--- src/qts_pkg.sv ---
// ----------------------------------------------------------------------------
// qts_pkg
// Shared types and constants for the quoted token scanner.
// ----------------------------------------------------------------------------
`default_nettype none

package qts_pkg;

    localparam logic [7:0] CH_ZERO      = 8'h30;
    localparam logic [7:0] CH_SEVEN     = 8'h37;
    localparam logic [7:0] CH_BACKSLASH = 8'h5C;
    localparam logic [7:0] CH_DQUOTE    = 8'h22;
    localparam logic [7:0] CH_SQUOTE    = 8'h27;
    localparam logic [7:0] CH_SPACE     = 8'h20;
    localparam logic [7:0] CH_TAB       = 8'h09;
    localparam logic [7:0] CH_CR        = 8'h0D;
    localparam logic [7:0] CH_LF        = 8'h0A;

    localparam logic [1:0] STATUS_OK      = 2'd0;
    localparam logic [1:0] STATUS_BAD_OCT = 2'd1;
    localparam logic [1:0] STATUS_NO_TOK  = 2'd2;

    localparam int unsigned QUEUE_DEPTH = 2;
    localparam int unsigned QUEUE_AW    = $clog2(QUEUE_DEPTH);
    localparam int unsigned QUEUE_CW    = $clog2(QUEUE_DEPTH + 1);

    typedef enum logic [2:0] {
        MODE_SKIP,
        MODE_TOKEN,
        MODE_ESC,
        MODE_OCT1,
        MODE_OCT2
    } mode_t;

    typedef enum logic [2:0] {
        CLS_SPACE,
        CLS_DQUOTE,
        CLS_SQUOTE,
        CLS_BSLASH,
        CLS_OCTAL,
        CLS_OTHER,
        CLS_EOD
    } class_t;

    typedef struct packed {
        logic [7:0] data;
        class_t     cls;
    } item_t;

endpackage

`default_nettype wire

--- src/qts_front.sv ---
// ----------------------------------------------------------------------------
// qts_front
// Classifies each incoming byte for the scanner state machine.
// ----------------------------------------------------------------------------
`default_nettype none

module qts_front (
    input  wire logic         [7:0] data_byte,
    input  wire logic               end_of_data,
    output qts_pkg::item_t          item
);

    qts_pkg::class_t cls;

    always_comb
    begin
        if (end_of_data) begin
            cls = qts_pkg::CLS_EOD;
        end else if (data_byte == qts_pkg::CH_SPACE || data_byte == qts_pkg::CH_TAB ||
                     data_byte == qts_pkg::CH_CR || data_byte == qts_pkg::CH_LF) begin
            cls = qts_pkg::CLS_SPACE;
        end else if (data_byte == qts_pkg::CH_DQUOTE) begin
            cls = qts_pkg::CLS_DQUOTE;
        end else if (data_byte == qts_pkg::CH_SQUOTE) begin
            cls = qts_pkg::CLS_SQUOTE;
        end else if (data_byte == qts_pkg::CH_BACKSLASH) begin
            cls = qts_pkg::CLS_BSLASH;
        end else if (data_byte >= qts_pkg::CH_ZERO && data_byte <= qts_pkg::CH_SEVEN) begin
            cls = qts_pkg::CLS_OCTAL;
        end else begin
            cls = qts_pkg::CLS_OTHER;
        end
    end

    assign item.data = data_byte;
    assign item.cls  = cls;

endmodule

`default_nettype wire

--- src/qts_queue.sv ---
// ----------------------------------------------------------------------------
// qts_queue
// Short register queue between the classifier and the scanner back end.
// ----------------------------------------------------------------------------
`default_nettype none

module qts_queue (
    input  wire logic           clk,
    input  wire logic           rst_n,
    input  wire logic           push,
    input  qts_pkg::item_t      push_item,
    output logic                full,
    input  wire logic           pop,
    output qts_pkg::item_t      pop_item,
    output logic                not_empty
);

    qts_pkg::item_t                   entry_reg [qts_pkg::QUEUE_DEPTH];
    logic [qts_pkg::QUEUE_AW-1:0]     wr_ptr_reg;
    logic [qts_pkg::QUEUE_AW-1:0]     wr_ptr_next;
    logic [qts_pkg::QUEUE_AW-1:0]     rd_ptr_reg;
    logic [qts_pkg::QUEUE_AW-1:0]     rd_ptr_next;
    logic [qts_pkg::QUEUE_CW-1:0]     count_reg;
    logic [qts_pkg::QUEUE_CW-1:0]     count_next;
    logic                             do_push;
    logic                             do_pop;

    assign full      = (count_reg == qts_pkg::QUEUE_CW'(qts_pkg::QUEUE_DEPTH));
    assign not_empty = (count_reg != '0);
    assign do_push   = push && !full;
    assign do_pop    = pop && not_empty;
    assign pop_item  = entry_reg[rd_ptr_reg];

    always_comb
    begin
        wr_ptr_next = wr_ptr_reg;
        rd_ptr_next = rd_ptr_reg;
        count_next  = count_reg;
        if (do_push) begin
            wr_ptr_next = (wr_ptr_reg == qts_pkg::QUEUE_AW'(qts_pkg::QUEUE_DEPTH - 1)) ?
                          '0 : wr_ptr_reg + 1'b1;
        end
        if (do_pop) begin
            rd_ptr_next = (rd_ptr_reg == qts_pkg::QUEUE_AW'(qts_pkg::QUEUE_DEPTH - 1)) ?
                          '0 : rd_ptr_reg + 1'b1;
        end
        if (do_push && !do_pop) begin
            count_next = count_reg + 1'b1;
        end else if (do_pop && !do_push) begin
            count_next = count_reg - 1'b1;
        end
    end

    always_ff @(posedge clk or negedge rst_n)
    begin
        if (!rst_n) begin
            wr_ptr_reg <= '0;
            rd_ptr_reg <= '0;
            count_reg  <= '0;
        end else begin
            wr_ptr_reg <= wr_ptr_next;
            rd_ptr_reg <= rd_ptr_next;
            count_reg  <= count_next;
        end
    end

    always_ff @(posedge clk)
    begin
        if (do_push) begin
            entry_reg[wr_ptr_reg] <= push_item;
        end
    end

endmodule

`default_nettype wire

--- src/qts_back.sv ---
// ----------------------------------------------------------------------------
// qts_back
// Scanner state machine that turns classified bytes into token results.
// ----------------------------------------------------------------------------
`default_nettype none

module qts_back (
    input  wire logic           clk,
    input  wire logic           rst_n,
    input  qts_pkg::item_t      item,
    input  wire logic           item_valid,
    output logic                item_pop,
    output logic                out_valid,
    input  wire logic           out_ready,
    output logic          [7:0] out_byte,
    output logic                byte_valid,
    output logic                token_last,
    output logic          [1:0] status
);

    qts_pkg::mode_t mode_reg;
    qts_pkg::mode_t mode_next;
    logic           quote_kind_reg;
    logic           quote_kind_next;
    logic           in_quote_reg;
    logic           in_quote_next;
    logic [5:0]     accum_reg;
    logic [5:0]     accum_next;
    logic           out_valid_reg;
    logic           out_valid_next;
    logic [7:0]     out_byte_reg;
    logic [7:0]     out_byte_next;
    logic           byte_valid_reg;
    logic           byte_valid_next;
    logic           token_last_reg;
    logic           token_last_next;
    logic [1:0]     status_reg;
    logic [1:0]     status_next;
    logic           slot_free;
    logic           emit;
    logic           close_quote;

    assign slot_free   = !out_valid_reg || out_ready;
    assign item_pop    = item_valid && slot_free;
    assign close_quote = quote_kind_reg ? (item.cls == qts_pkg::CLS_SQUOTE) :
                                          (item.cls == qts_pkg::CLS_DQUOTE);

    always_comb
    begin
        mode_next       = mode_reg;
        quote_kind_next = quote_kind_reg;
        in_quote_next   = in_quote_reg;
        accum_next      = accum_reg;
        emit            = 1'b0;
        out_byte_next   = 8'h00;
        byte_valid_next = 1'b0;
        token_last_next = 1'b0;
        status_next     = qts_pkg::STATUS_OK;

        if (item_pop) begin
            if (item.cls == qts_pkg::CLS_EOD) begin
                emit          = 1'b1;
                mode_next     = qts_pkg::MODE_SKIP;
                in_quote_next = 1'b0;
                accum_next    = '0;
                unique case (mode_reg)
                    qts_pkg::MODE_SKIP:
                    begin
                        status_next = qts_pkg::STATUS_NO_TOK;
                    end
                    qts_pkg::MODE_OCT1, qts_pkg::MODE_OCT2:
                    begin
                        status_next = qts_pkg::STATUS_BAD_OCT;
                    end
                    default:
                    begin
                        token_last_next = 1'b1;
                    end
                endcase
            end else begin
                unique case (mode_reg)
                    qts_pkg::MODE_SKIP:
                    begin
                        if (item.cls == qts_pkg::CLS_DQUOTE ||
                            item.cls == qts_pkg::CLS_SQUOTE) begin
                            in_quote_next   = 1'b1;
                            quote_kind_next = (item.cls == qts_pkg::CLS_SQUOTE);
                            mode_next       = qts_pkg::MODE_TOKEN;
                        end else if (item.cls == qts_pkg::CLS_BSLASH) begin
                            in_quote_next = 1'b0;
                            mode_next     = qts_pkg::MODE_ESC;
                        end else if (item.cls != qts_pkg::CLS_SPACE) begin
                            in_quote_next   = 1'b0;
                            mode_next       = qts_pkg::MODE_TOKEN;
                            emit            = 1'b1;
                            out_byte_next   = item.data;
                            byte_valid_next = 1'b1;
                        end
                    end
                    qts_pkg::MODE_TOKEN:
                    begin
                        if (in_quote_reg ? close_quote : (item.cls == qts_pkg::CLS_SPACE)) begin
                            mode_next       = qts_pkg::MODE_SKIP;
                            in_quote_next   = 1'b0;
                            accum_next      = '0;
                            emit            = 1'b1;
                            token_last_next = 1'b1;
                        end else if (item.cls == qts_pkg::CLS_BSLASH) begin
                            mode_next = qts_pkg::MODE_ESC;
                        end else begin
                            emit            = 1'b1;
                            out_byte_next   = item.data;
                            byte_valid_next = 1'b1;
                        end
                    end
                    qts_pkg::MODE_ESC:
                    begin
                        if (item.cls == qts_pkg::CLS_OCTAL) begin
                            accum_next = {3'b000, item.data[2:0]};
                            mode_next  = qts_pkg::MODE_OCT1;
                        end else begin
                            mode_next       = qts_pkg::MODE_TOKEN;
                            emit            = 1'b1;
                            out_byte_next   = item.data;
                            byte_valid_next = 1'b1;
                        end
                    end
                    qts_pkg::MODE_OCT1, qts_pkg::MODE_OCT2:
                    begin
                        if (item.cls != qts_pkg::CLS_OCTAL) begin
                            mode_next     = qts_pkg::MODE_SKIP;
                            in_quote_next = 1'b0;
                            accum_next    = '0;
                            emit          = 1'b1;
                            status_next   = qts_pkg::STATUS_BAD_OCT;
                        end else if (mode_reg == qts_pkg::MODE_OCT1) begin
                            accum_next = {accum_reg[2:0], item.data[2:0]};
                            mode_next  = qts_pkg::MODE_OCT2;
                        end else begin
                            accum_next      = '0;
                            mode_next       = qts_pkg::MODE_TOKEN;
                            emit            = 1'b1;
                            out_byte_next   = {accum_reg[4:0], item.data[2:0]};
                            byte_valid_next = 1'b1;
                        end
                    end
                    default:
                    begin
                        mode_next     = qts_pkg::MODE_SKIP;
                        in_quote_next = 1'b0;
                        accum_next    = '0;
                    end
                endcase
            end
        end

        if (emit) begin
            out_valid_next = 1'b1;
        end else if (out_ready) begin
            out_valid_next = 1'b0;
        end else begin
            out_valid_next = out_valid_reg;
        end
    end

    always_ff @(posedge clk or negedge rst_n)
    begin
        if (!rst_n) begin
            mode_reg       <= qts_pkg::MODE_SKIP;
            quote_kind_reg <= 1'b0;
            in_quote_reg   <= 1'b0;
            accum_reg      <= '0;
            out_valid_reg  <= 1'b0;
        end else begin
            mode_reg       <= mode_next;
            quote_kind_reg <= quote_kind_next;
            in_quote_reg   <= in_quote_next;
            accum_reg      <= accum_next;
            out_valid_reg  <= out_valid_next;
        end
    end

    always_ff @(posedge clk)
    begin
        if (emit) begin
            out_byte_reg   <= out_byte_next;
            byte_valid_reg <= byte_valid_next;
            token_last_reg <= token_last_next;
            status_reg     <= status_next;
        end
    end

    assign out_valid  = out_valid_reg;
    assign out_byte   = out_byte_reg;
    assign byte_valid = byte_valid_reg;
    assign token_last = token_last_reg;
    assign status     = status_reg;

endmodule

`default_nettype wire

--- src/quoted_token_scanner_core.sv ---
// ----------------------------------------------------------------------------
// quoted_token_scanner_core
// Splits a byte stream into whitespace or quote delimited tokens with escapes.
// ----------------------------------------------------------------------------
// Throughput is one byte per cycle while the output is not stalled; the scanner state machine updates once per byte.
// A byte is held in the queue, and the result it causes is registered at the scanner output.
// A two-entry queue decouples input transfers from output stalls.
// Reset returns the scanner to skipping whitespace with an empty queue and output.
`default_nettype none

module quoted_token_scanner_core (
    input  wire logic       clk,
    input  wire logic       rst_n,
    input  wire logic       in_valid,
    output logic            in_ready,
    input  wire logic [7:0] data_byte,
    input  wire logic       end_of_data,
    output logic            out_valid,
    input  wire logic       out_ready,
    output logic      [7:0] out_byte,
    output logic            byte_valid,
    output logic            token_last,
    output logic      [1:0] status
);

    qts_pkg::item_t in_item;
    qts_pkg::item_t head_item;
    logic           queue_full;
    logic           queue_not_empty;
    logic           queue_pop;

    qts_front u_front (
        .data_byte   (data_byte),
        .end_of_data (end_of_data),
        .item        (in_item)
    );

    qts_queue u_queue (
        .clk       (clk),
        .rst_n     (rst_n),
        .push      (in_valid),
        .push_item (in_item),
        .full      (queue_full),
        .pop       (queue_pop),
        .pop_item  (head_item),
        .not_empty (queue_not_empty)
    );

    assign in_ready = !queue_full;

    qts_back u_back (
        .clk        (clk),
        .rst_n      (rst_n),
        .item       (head_item),
        .item_valid (queue_not_empty),
        .item_pop   (queue_pop),
        .out_valid  (out_valid),
        .out_ready  (out_ready),
        .out_byte   (out_byte),
        .byte_valid (byte_valid),
        .token_last (token_last),
        .status     (status)
    );

endmodule

`default_nettype wire
--- config.mk ---
export PLATFORM = sky130hd
export DESIGN_NAME = quoted_token_scanner_core
export DESIGN_NICKNAME = d
export VERILOG_FILES = /design/src/qts_pkg.sv /design/src/qts_front.sv /design/src/qts_queue.sv /design/src/qts_back.sv /design/src/quoted_token_scanner_core.sv
export SDC_FILE = /design/constraint.sdc
export NUM_CORES = 1
export LEC_CHECK = 0
export BUFFER_PORTS_ARGS = -buffer_cell sky130_fd_sc_hd__buf_2
export CORE_MARGIN = 1.5
export CORE_UTILIZATION = 53
export DETAILED_ROUTE_END_ITERATION = 8
export MAX_ROUTING_LAYER = met4
export PLACE_DENSITY = 0.74
export SLEW_MARGIN = 30
export SYNTH_ARGS = -nofsm -noshare
export SYNTH_HDL_FRONTEND = slang
export SYNTH_HIERARCHICAL = 1
export SYNTH_SLANG_ARGS = --single-unit
--- constraint.sdc ---
create_clock -name clk -period 2.44 [get_ports clk]
set_input_delay 0.488 -clock clk [delete_from_list [all_inputs] [get_ports clk]]
set_output_delay 0.488 -clock clk [all_outputs]
set_load 0.02 [all_outputs]
==> flow_summary.yaml, run 1 <==
drt:
  ant_nets: 0
  viasPerCell: 5.43
  wl_per_cell_um: 14.0
  drc: 0
  drt_iter0_markers: 169
  totalWireLength_um: 4770
  drt_pass1_iterations: 4
  vias: 1856
power:
  max-vdd-ir-drop_uv: 642
  power_switching_uw: 1500
  leakagePower_uw: 0.00121
  swShare_pct: 40.4
  seqPwrFrac_pct: 37.5
  pwr-share-comb_pct: 49.8
  power_frac_clock_pct: 12.8
  powerDensity_nw_per_um2: 1250
  internal_power_uw: 2210
place:
  gp_congestion: 0.918
  hpwl_um: 3460
  portBuffers: 26
synthesis:
  synth_edf_count: 34
  postSynthAreaPerCell_um2: 10.9
  synth_area_leaders: "edfxtp_1 37%, dfrtp_1 14%, mux2_4 4.9%"
  async_flop_share_pct: 30.6
  yosysTopAreaCell: "edfxtp_1"
  netlist.area_leader.share_pct: 37.2
  yosysWarningCount: 6
  synth_commonest_cells: "34 x edfxtp_1, 24 x nand2_1, 16 x inv_1, 15 x dfrtp_1, 13 x nor2_1"
  synthesis.area_um2: 2750
  ys.flop_type: "edfxtp_1"
  seq_area_frac_synth_pct: 50.8
  syn_nets: 266
  ys_types: 56
  postSynthCellCount: 252
  synth.most_common_cell: "edfxtp_1"
  ys_seq_elements: 49
worst_setup_path:
  cp_num_buf_inv: 0
  crit_start: "u_queue/rd_ptr_reg"
  cp_data_arrival_time_ns: 2.50
  worstPathMaxFanout: 10
  crit_path_start_kind: "flop"
  setup.worst_path.end_class: "flop"
  regToRegStartpoint: "u_queue/rd_ptr_reg"
  required_ns: 2.64
  path_delay_family: "multiplexers"
  slowest_delay_ns: 0.44
  path_cells: "mux2_2, nor2b_1, a211oi_1, o211ai_1, nand3_1, mux2_2"
  critPathKind: "flop to flop"
  cp_common_cell: "mux2_2"
  cp_slowest_cell: "dfrtp_2"
sta:
  max_slew.worst_pin.slew_ns: 0.585
  setup_viol: 0
  period_share_pct: 94.2
  hold_viol_final: 0
  relSlewSlack_pct: 60.9
  grt_setup_unrepaired: "no"
  min_period_ns: 2.30
  setup-tns-final_ns: 0
  drv_slew: 0
  max_freq_mhz: 435
  skew_ns: 0.00401
clocking:
  cts_made_buffers: 5
  worstSkewPairLatency_ns: 0.31
  root_buffer: "clkbuf_8"
  path_clk_slew_ns: 0.09
  cts_num_sinks: 49
  htree_num_levels: 2
  cts_tree: "built"
  cts_buffer_depth: 2
  cts-hold-fix-buffers: 0
floorplan:
  pin_count: 27
  rows: 26
  dieHeight_um: 75.0
  dieWidth_um: 75.0
  start_util_pct: 54.5
  floorplan.core_area_um2: 5040
  dieArea_um2: 5620
final_layout:
  fin_util_pct: 59.1
  syn2layout_area_growth_pct: 8.52
  drive_gt1_share_pct: 23.5
  diodes: 0
  num-fill-cells: 435
  nets: 285
  largest_reg_flops: 22
grt:
  track_usage_pct: 19.4
  antenna_found_initial: 0
  grt_pass1_wl_um: 7880
  grt_start_max_net_pins: 20
  gr-total-overflow: 0
  grt_pass1_vias: 1620
run_status:
  status: "completed"
flow_run:
  cap_violations: 0
hold_path:
  hp-class: "input port to async pin"
cell families (layout without fill, tap and decap cells):
family          Yosys count  in the layout  share of synthesized area [%]
compound gates           46             46                           11.2
xor+xnor                  7              7                           2.23
fa+ha+maj                 1              1                          0.456
buf+inv                  38             58                           7.06
flops                    49             49                           50.8
mux                      19             19                           8.75
simple gates             92             92                           19.5
worst register-to-register path: stages, from the launching register on:
cell and delay (ns):
dfrtp_2 0.44, mux2_2 0.43, nor2b_1 0.18, a211oi_1 0.42, o211ai_1 0.17, nand3_1 0.20, mux2_2 0.36
routing by layer:
| metal | vias up | share of wire (%) | GRT usage [%] |
|---|---|---|---|
| met3 | 5 | 5.2 | 4.82 |
| met4 | 0 | 1.4 | 5.45 |
| met2 | 56 | 46 | 28.9 |
| met1 | 863 | 47 | 26.6 |
| met5 | - | 0 | - |
| li1 | 932 | - | - |
final cells by class:
type | count | area [um2] | area share, %
sequential | 49 | 1400 | 46.9
multi-input combinational | 165 | 1160 | 38.9
timing repair buffer | 34 | 190 | 6.38
tap | 70 | 87.6 | 2.94
clock buffer | 6 | 72.6 | 2.43
inverter | 16 | 60.1 | 2.02
clock inverter | 2 | 13.8 | 0.462
power by group through the flow:
stage | clock network [uW] | logic (uW) | registers (uW)
global placement | 0 | 1820 | 1400
detailed placement | 0 | 1850 | 1410
floorplan | 0 | 1330 | 1510
global route | 516 | 2050 | 1430
finish | 474 | 1850 | 1390
CTS | 490 | 1850 | 1390
cell usage in the layout, fill, tap and decap left out, types with 2 or more instances in the layout:
master / n
buf_2: 26
inv_1: 16
nand3_1: 5
o22ai_1: 2
and3b_1: 2
o21ai_1: 6
a21boi_0: 2
nor3_1: 6
xnor2_1: 3
clkbuf_8: 5
nor4b_1: 4
mux2i_1: 6
nand3b_1: 3
o21bai_1: 2
and2_1: 4
dfrtp_1: 14
xor2_1: 4
a21oi_1: 10
nor4_1: 4
nand2b_1: 8
and4_1: 2
nor2_1: 12
nor2b_1: 3
o21ai_0: 6
mux2_4: 9
o211ai_1: 2
buf_4: 8
a31oi_1: 4
mux2_2: 4
a21o_1: 3
edfxtp_1: 34
nand2_1: 24
a211oi_1: 2
through the flow:
step           area (um2)  std cells  worst slack, ns  hold slack, ns  total power (uW)
2_1_floorplan        2750        252            0.110           0.192              2840
3_3_place_gp         2890        334            0.236           0.425              3220
3_5_place_dp         2890        334            0.178           0.431              3260
4_1_cts              2980        342            0.167          0.0894              3730
5_1_grt              2980        342           0.0546           0.107              4000
6_report             2980        342            0.141          0.0801              3710
timing repair:
item / CTS / global route
gates resized for setup: 0 / 1
setup endpoints to repair: 0 / 12
setup buffers: 0 / 0
worst paths after layout:
path                       cells past startpoint                      end  slack [ns]
setup / recovery                               6       u_back/mode_reg[0]        0.14
hold / removal                                 1         u_back/out_valid        0.08
setup reg to reg                               6       u_back/mode_reg[0]        0.14
hold reg to reg                                1       u_queue/wr_ptr_reg        0.50
max in group asynchronous                      1       u_queue/rd_ptr_reg        2.07
min in group clk                               1  u_queue/entry_reg[1][6]        0.41
(Power assumes the default switching activity.)
==> run 2, diff against run 1 <==
--- a/config.mk
+++ b/config.mk
@@ -11,6 +11,7 @@
 export DETAILED_ROUTE_END_ITERATION = 8
 export MAX_ROUTING_LAYER = met4
 export PLACE_DENSITY = 0.74
+export RECOVER_POWER = 50
 export SLEW_MARGIN = 30
 export SYNTH_ARGS = -nofsm -noshare
 export SYNTH_HDL_FRONTEND = slang
==> run 2 against run 1 <==
Clock power about the same. Utilization fell by 0.67 points. Final area is 1.1% lower. Via count increased by 0.11%. Die area did not move. Critical path type unchanged.
==> flow_summary.yaml, run 2 (synthesis results as in run 1) <==
run_status:
  status: "completed"
worst_setup_path:
  crit_path_start_kind: "flop"
  setup.worst_path.end_class: "flop"
  worstPathMaxFanout: 10
  regToRegStartpoint: "u_queue/rd_ptr_reg"
  cp_data_arrival_time_ns: 2.49
  critPathKind: "flop to flop"
  required_ns: 2.64
  crit_start: "u_queue/rd_ptr_reg"
final_layout:
  seq_area_um2: 1400
  layout_common_cells: "34 x edfxtp_1, 25 x nand2_1, 24 x clkbuf_1, 16 x inv_1, 14 x dfrtp_1"
  largest_reg_flops: 22
  diodes: 0
  layout_commonest_cell: "edfxtp_1"
  multi_input_area_um2: 1160
  stdcell_count: 342
  nets: 285
  drive_gt1_share_pct: 14.7
  num-fill-cells: 450
  syn2layout_area_growth_pct: 7.29
place:
  gp_congestion: 0.918
  hpwl_um: 3460
  dpl_worst_slack_ns: 0.178
  portBuffers: 26
  dp.cells: 334
power:
  max-vdd-ir-drop_uv: 628
  powerDensity_nw_per_um2: 1250
  total_power_uw: 3680
  leakagePower_uw: 0.00114
grt:
  track_usage_pct: 19.4
  grt_pass1_wl_um: 7880
  gr-total-overflow: 0
  grt_pass1_vias: 1620
  grt_start_max_net_pins: 20
  antenna_found_initial: 0
drt:
  viasPerCell: 5.43
  drt_pass1_iterations: 4
  totalWireLength_um: 4820
  ant_nets: 0
  drc: 0
  vias: 1858
  drt_iter0_markers: 177
  top_layer_used: "met4"
  wl_per_cell_um: 14.1
  wl_met1_um: 2310
  wl_met2_um: 2220
  dr_wl_met3_um: 224
floorplan:
  dieArea_um2: 5620
  pin_count: 27
  dieWidth_um: 75.0
  floorplan.core_area_um2: 5040
  dieHeight_um: 75.0
  rows: 26
  start_util_pct: 54.5
clocking:
  cts-resized-gates: 0
  worstSkewPairLatency_ns: 0.31
  post_cts_buffers: 0
  cts_tree: "built"
  cts-hold-fix-buffers: 0
  htree_num_levels: 2
  path_clk_slew_ns: 0.09
  root_buffer: "clkbuf_8"
  cts_made_buffers: 5
  cts_buffer_depth: 2
  cts_num_sinks: 49
sta:
  skew_ns: 0.00336
  grt_setup_unrepaired: "no"
  max_freq_mhz: 435
  hold_viol_final: 0
  setup-tns-final_ns: 0
  hold_slack_ns: 0.269
  period_share_pct: 94.1
  drv_slew: 0
  max_slew.worst_pin.slew_ns: 0.879
  setup_viol: 0
  min_period_ns: 2.30
  fin_ws_ns: 0.144
  relSlewSlack_pct: 41.4
flow_run:
  cap_violations: 0
hold_path:
  hp-class: "input port to async pin"
==> run 2: final timing paths <==
check,end,slack [ns],cells after the start
hold / removal,u_back/out_valid,0.27,1
setup reg to reg,u_back/mode_reg[0],0.14,6
max in group asynchronous,u_queue/rd_ptr_reg,1.57,1
min in group clk,u_queue/entry_reg[1][6],0.48,1
setup / recovery,u_back/mode_reg[0],0.14,6
hold reg to reg,u_queue/count_reg[1],0.50,1
==> run 2: final cells by class <==
| cell class | instances | area share (%) |
|---|---|---|
| well taps | 70 | 2.97 |
| repair buffers | 34 | 5.39 |
| inverters | 16 | 2.04 |
| multi-input cells | 165 | 39.2 |
| clock inverters | 2 | 0.467 |
| clock buffers | 6 | 2.46 |
| flip-flops and latches | 49 | 47.4 |
==> run 2: per-stage QoR <==
| step | utilization, % | cell area [um2] |
|---|---|---|
| after global placement | 57.4 | 2890 |
| after floorplan | - | 2750 |
| after detailed placement | 57.4 | 2890 |
| after CTS | 59.1 | 2980 |
| final | 58.4 | 2950 |
| after global routing | 58.4 | 2950 |
==> run 2: routing by layer <==
layer  track usage [%]  vias to the layer above
li1                  -                      934
met1              26.6                      867
met2              28.9                       52
met3              4.82                        5
met4              5.45                        0
met5                 -                        -
==> run 2: worst max-delay path: stages, from the launching register on <==
cell	delay [ns]
dfrtp_2	0.44
mux2_2	0.43
nor2b_1	0.18
a211oi_1	0.42
o211ai_1	0.17
nand3_1	0.20
mux2_2	0.36
==> run 2: report_power, final <==
| group | leakage [uW] | switching (uW) | internal, uW |
|---|---|---|---|
| logic | 0.000586 | 1080 | 729 |
| registers | 0.000510 | 153 | 1240 |
| clock network | 0.0000456 | 268 | 204 |
==> run 3, diff against run 2 <==
--- a/config.mk
+++ b/config.mk
@@ -5,12 +5,12 @@
 export SDC_FILE = /design/constraint.sdc
 export NUM_CORES = 1
 export LEC_CHECK = 0
-export BUFFER_PORTS_ARGS = -buffer_cell sky130_fd_sc_hd__buf_2
+export BUFFER_PORTS_ARGS = -buffer_cell sky130_fd_sc_hd__clkbuf_2
 export CORE_MARGIN = 1.5
 export CORE_UTILIZATION = 53
 export DETAILED_ROUTE_END_ITERATION = 8
 export MAX_ROUTING_LAYER = met4
-export PLACE_DENSITY = 0.74
+export PLACE_DENSITY = 0.75
 export RECOVER_POWER = 50
 export SLEW_MARGIN = 30
 export SYNTH_ARGS = -nofsm -noshare
==> run 3 against run 2 <==
Clock power barely moved. Critical path depth did not move. Sequential power barely moved. Utilization fell by 0.17 points. Clock-buffer cell count did not move. Via count rose by 2.1%. Routed wire length rose by 0.39%. Combinational power barely moved. Worst hold slack got worse by 0.011 ns.
==> flow_summary.yaml, run 3 (synthesis results as in run 1) <==
run_status:
  status: "completed"
sta:
  max_slew.worst_pin.slew_ns: 0.860
  hold_slack_ns: 0.258
  hold_viol_final: 0
  period_share_pct: 92.4
  drv_slew: 0
  grt_setup_unrepaired: "no"
  max_freq_mhz: 444
  skew_ns: 0.00684
  relSlewSlack_pct: 42.6
  min_period_ns: 2.25
  setup_viol: 0
  setup-tns-final_ns: 0
grt:
  grt_pass1_wl_um: 7950
  gr-total-overflow: 0
  antenna_found_initial: 0
  grt_pass1_vias: 1654
  track_usage_pct: 19.4
  grt_start_max_net_pins: 20
clocking:
  root_buffer: "clkbuf_8"
  path_clk_slew_ns: 0.09
  cts-resized-gates: 0
  cts_made_buffers: 5
  cts_buffer_depth: 2
  cts_num_sinks: 49
  post_cts_buffers: 0
  cts_tree: "built"
  htree_num_levels: 2
  worstSkewPairLatency_ns: 0.31
  cts-hold-fix-buffers: 0
final_layout:
  layout_commonest_cell: "edfxtp_1"
  nets: 284
  layout_common_cells: "34 x edfxtp_1, 25 x nand2_1, 24 x clkbuf_1, 16 x inv_1, 15 x dfrtp_1"
  diodes: 0
  seq_area_um2: 1400
  drive_gt1_share_pct: 14.0
  syn2layout_area_growth_pct: 6.97
  num-fill-cells: 435
  multi_input_area_um2: 1160
  largest_reg_flops: 22
drt:
  drt_pass1_iterations: 6
  wl_per_cell_um: 14.2
  vias: 1897
  drc: 0
  top_layer_used: "met4"
  totalWireLength_um: 4840
  ant_nets: 0
  viasPerCell: 5.56
  dr_wl_met3_um: 233
  drt_iter0_markers: 163
  wl_met2_um: 2250
  wl_met1_um: 2270
worst_setup_path:
  critPathKind: "flop to flop"
  path_delay_family: "multiplexers"
  crit_path_start_kind: "flop"
  path_depth: 6
  r2r.worst_path.cells: 6
  cp_data_arrival_time_ns: 2.45
  worstPathMaxFanout: 5
  cp_slowest_cell: "dfrtp_1"
  required_ns: 2.63
  path_cells: "mux2_2, nor2b_1, a211oi_1, o211ai_1, nand3_1, mux2_2"
  slowest_delay_ns: 0.47
  cp_common_cell: "mux2_2"
  setup.worst_path.end_class: "flop"
  cp_num_buf_inv: 0
power:
  power_frac_clock_pct: 12.9
  internal_power_uw: 2170
  swShare_pct: 41.0
  pwr-share-comb_pct: 49.1
  power_switching_uw: 1510
  max-vdd-ir-drop_uv: 641
  leakagePower_uw: 0.00114
  seqPwrFrac_pct: 38.0
  powerDensity_nw_per_um2: 1250
floorplan:
  dieArea_um2: 5620
  dieWidth_um: 75.0
  floorplan.core_area_um2: 5040
  start_util_pct: 54.5
  pin_count: 27
  dieHeight_um: 75.0
  rows: 26
place:
  gp_congestion: 0.867
  hpwl_um: 3420
  portBuffers: 26
hold_path:
  hp-class: "input port to async pin"
flow_run:
  cap_violations: 0
## run 3: cell types whose count changed in the layout (fill, tap and decap cells not counted), sizes merged
cell | previous run | this run
clkbuf | 29 | 33
buf | 11 | 6
## run 3: power groups by stage
stage | combinational (uW) | sequential, uW | clock (uW)
6_report | 1810 | 1400 | 475
5_1_grt | 1990 | 1440 | 518
4_1_cts | 1840 | 1400 | 490
3_3_place_gp | 1810 | 1410 | 0
2_1_floorplan | 1330 | 1510 | 0
3_5_place_dp | 1840 | 1420 | 0
## run 3: final cells by class
class | instances | area share [%]
Sequential cell | 49 | 47.5
Multi-Input combinational cell | 165 | 39.4
Timing Repair Buffer | 33 | 5.15
Tap cell | 70 | 2.98
Clock buffer | 6 | 2.47
Inverter | 16 | 2.04
Clock inverter | 2 | 0.468
## run 3: worst paths after layout
path | startpoint | to | slack [ns]
min in group clk | data_byte[3] | u_queue/entry_reg[1][6] | 0.45
worst min-delay path | rst_n | u_back/quote_kind_reg | 0.26
worst min register to register | u_queue/count_reg[1] | u_queue/count_reg[1] | 0.50
max in group asynchronous | rst_n | u_back/accum_reg[4] | 1.65
worst max-delay path | u_queue/rd_ptr_reg | u_back/mode_reg[2] | 0.19
worst max register to register | u_queue/rd_ptr_reg | u_back/mode_reg[2] | 0.19
## run 3: layer usage
metal,up-vias,GRT usage [%]
met4,0,7.47
met1,891,25.8
li1,937,-
met2,60,29.2
met3,9,4.02
met5,-,-
## run 3: per-stage QoR
stage / area, um2 / std cells / total power [uW] / setup slack [ns] / util, %
final: 2940 / 341 / 3680 / 0.185 / 58.3
after global routing: 2940 / 341 / 3940 / 0.0664 / 58.3
after CTS: 2970 / 341 / 3730 / 0.213 / 58.9
after detailed placement: 2890 / 333 / 3260 / 0.224 / 57.2
after global placement: 2890 / 333 / 3220 / 0.251 / 57.2
after floorplan: 2750 / 252 / 2840 / 0.110 / -
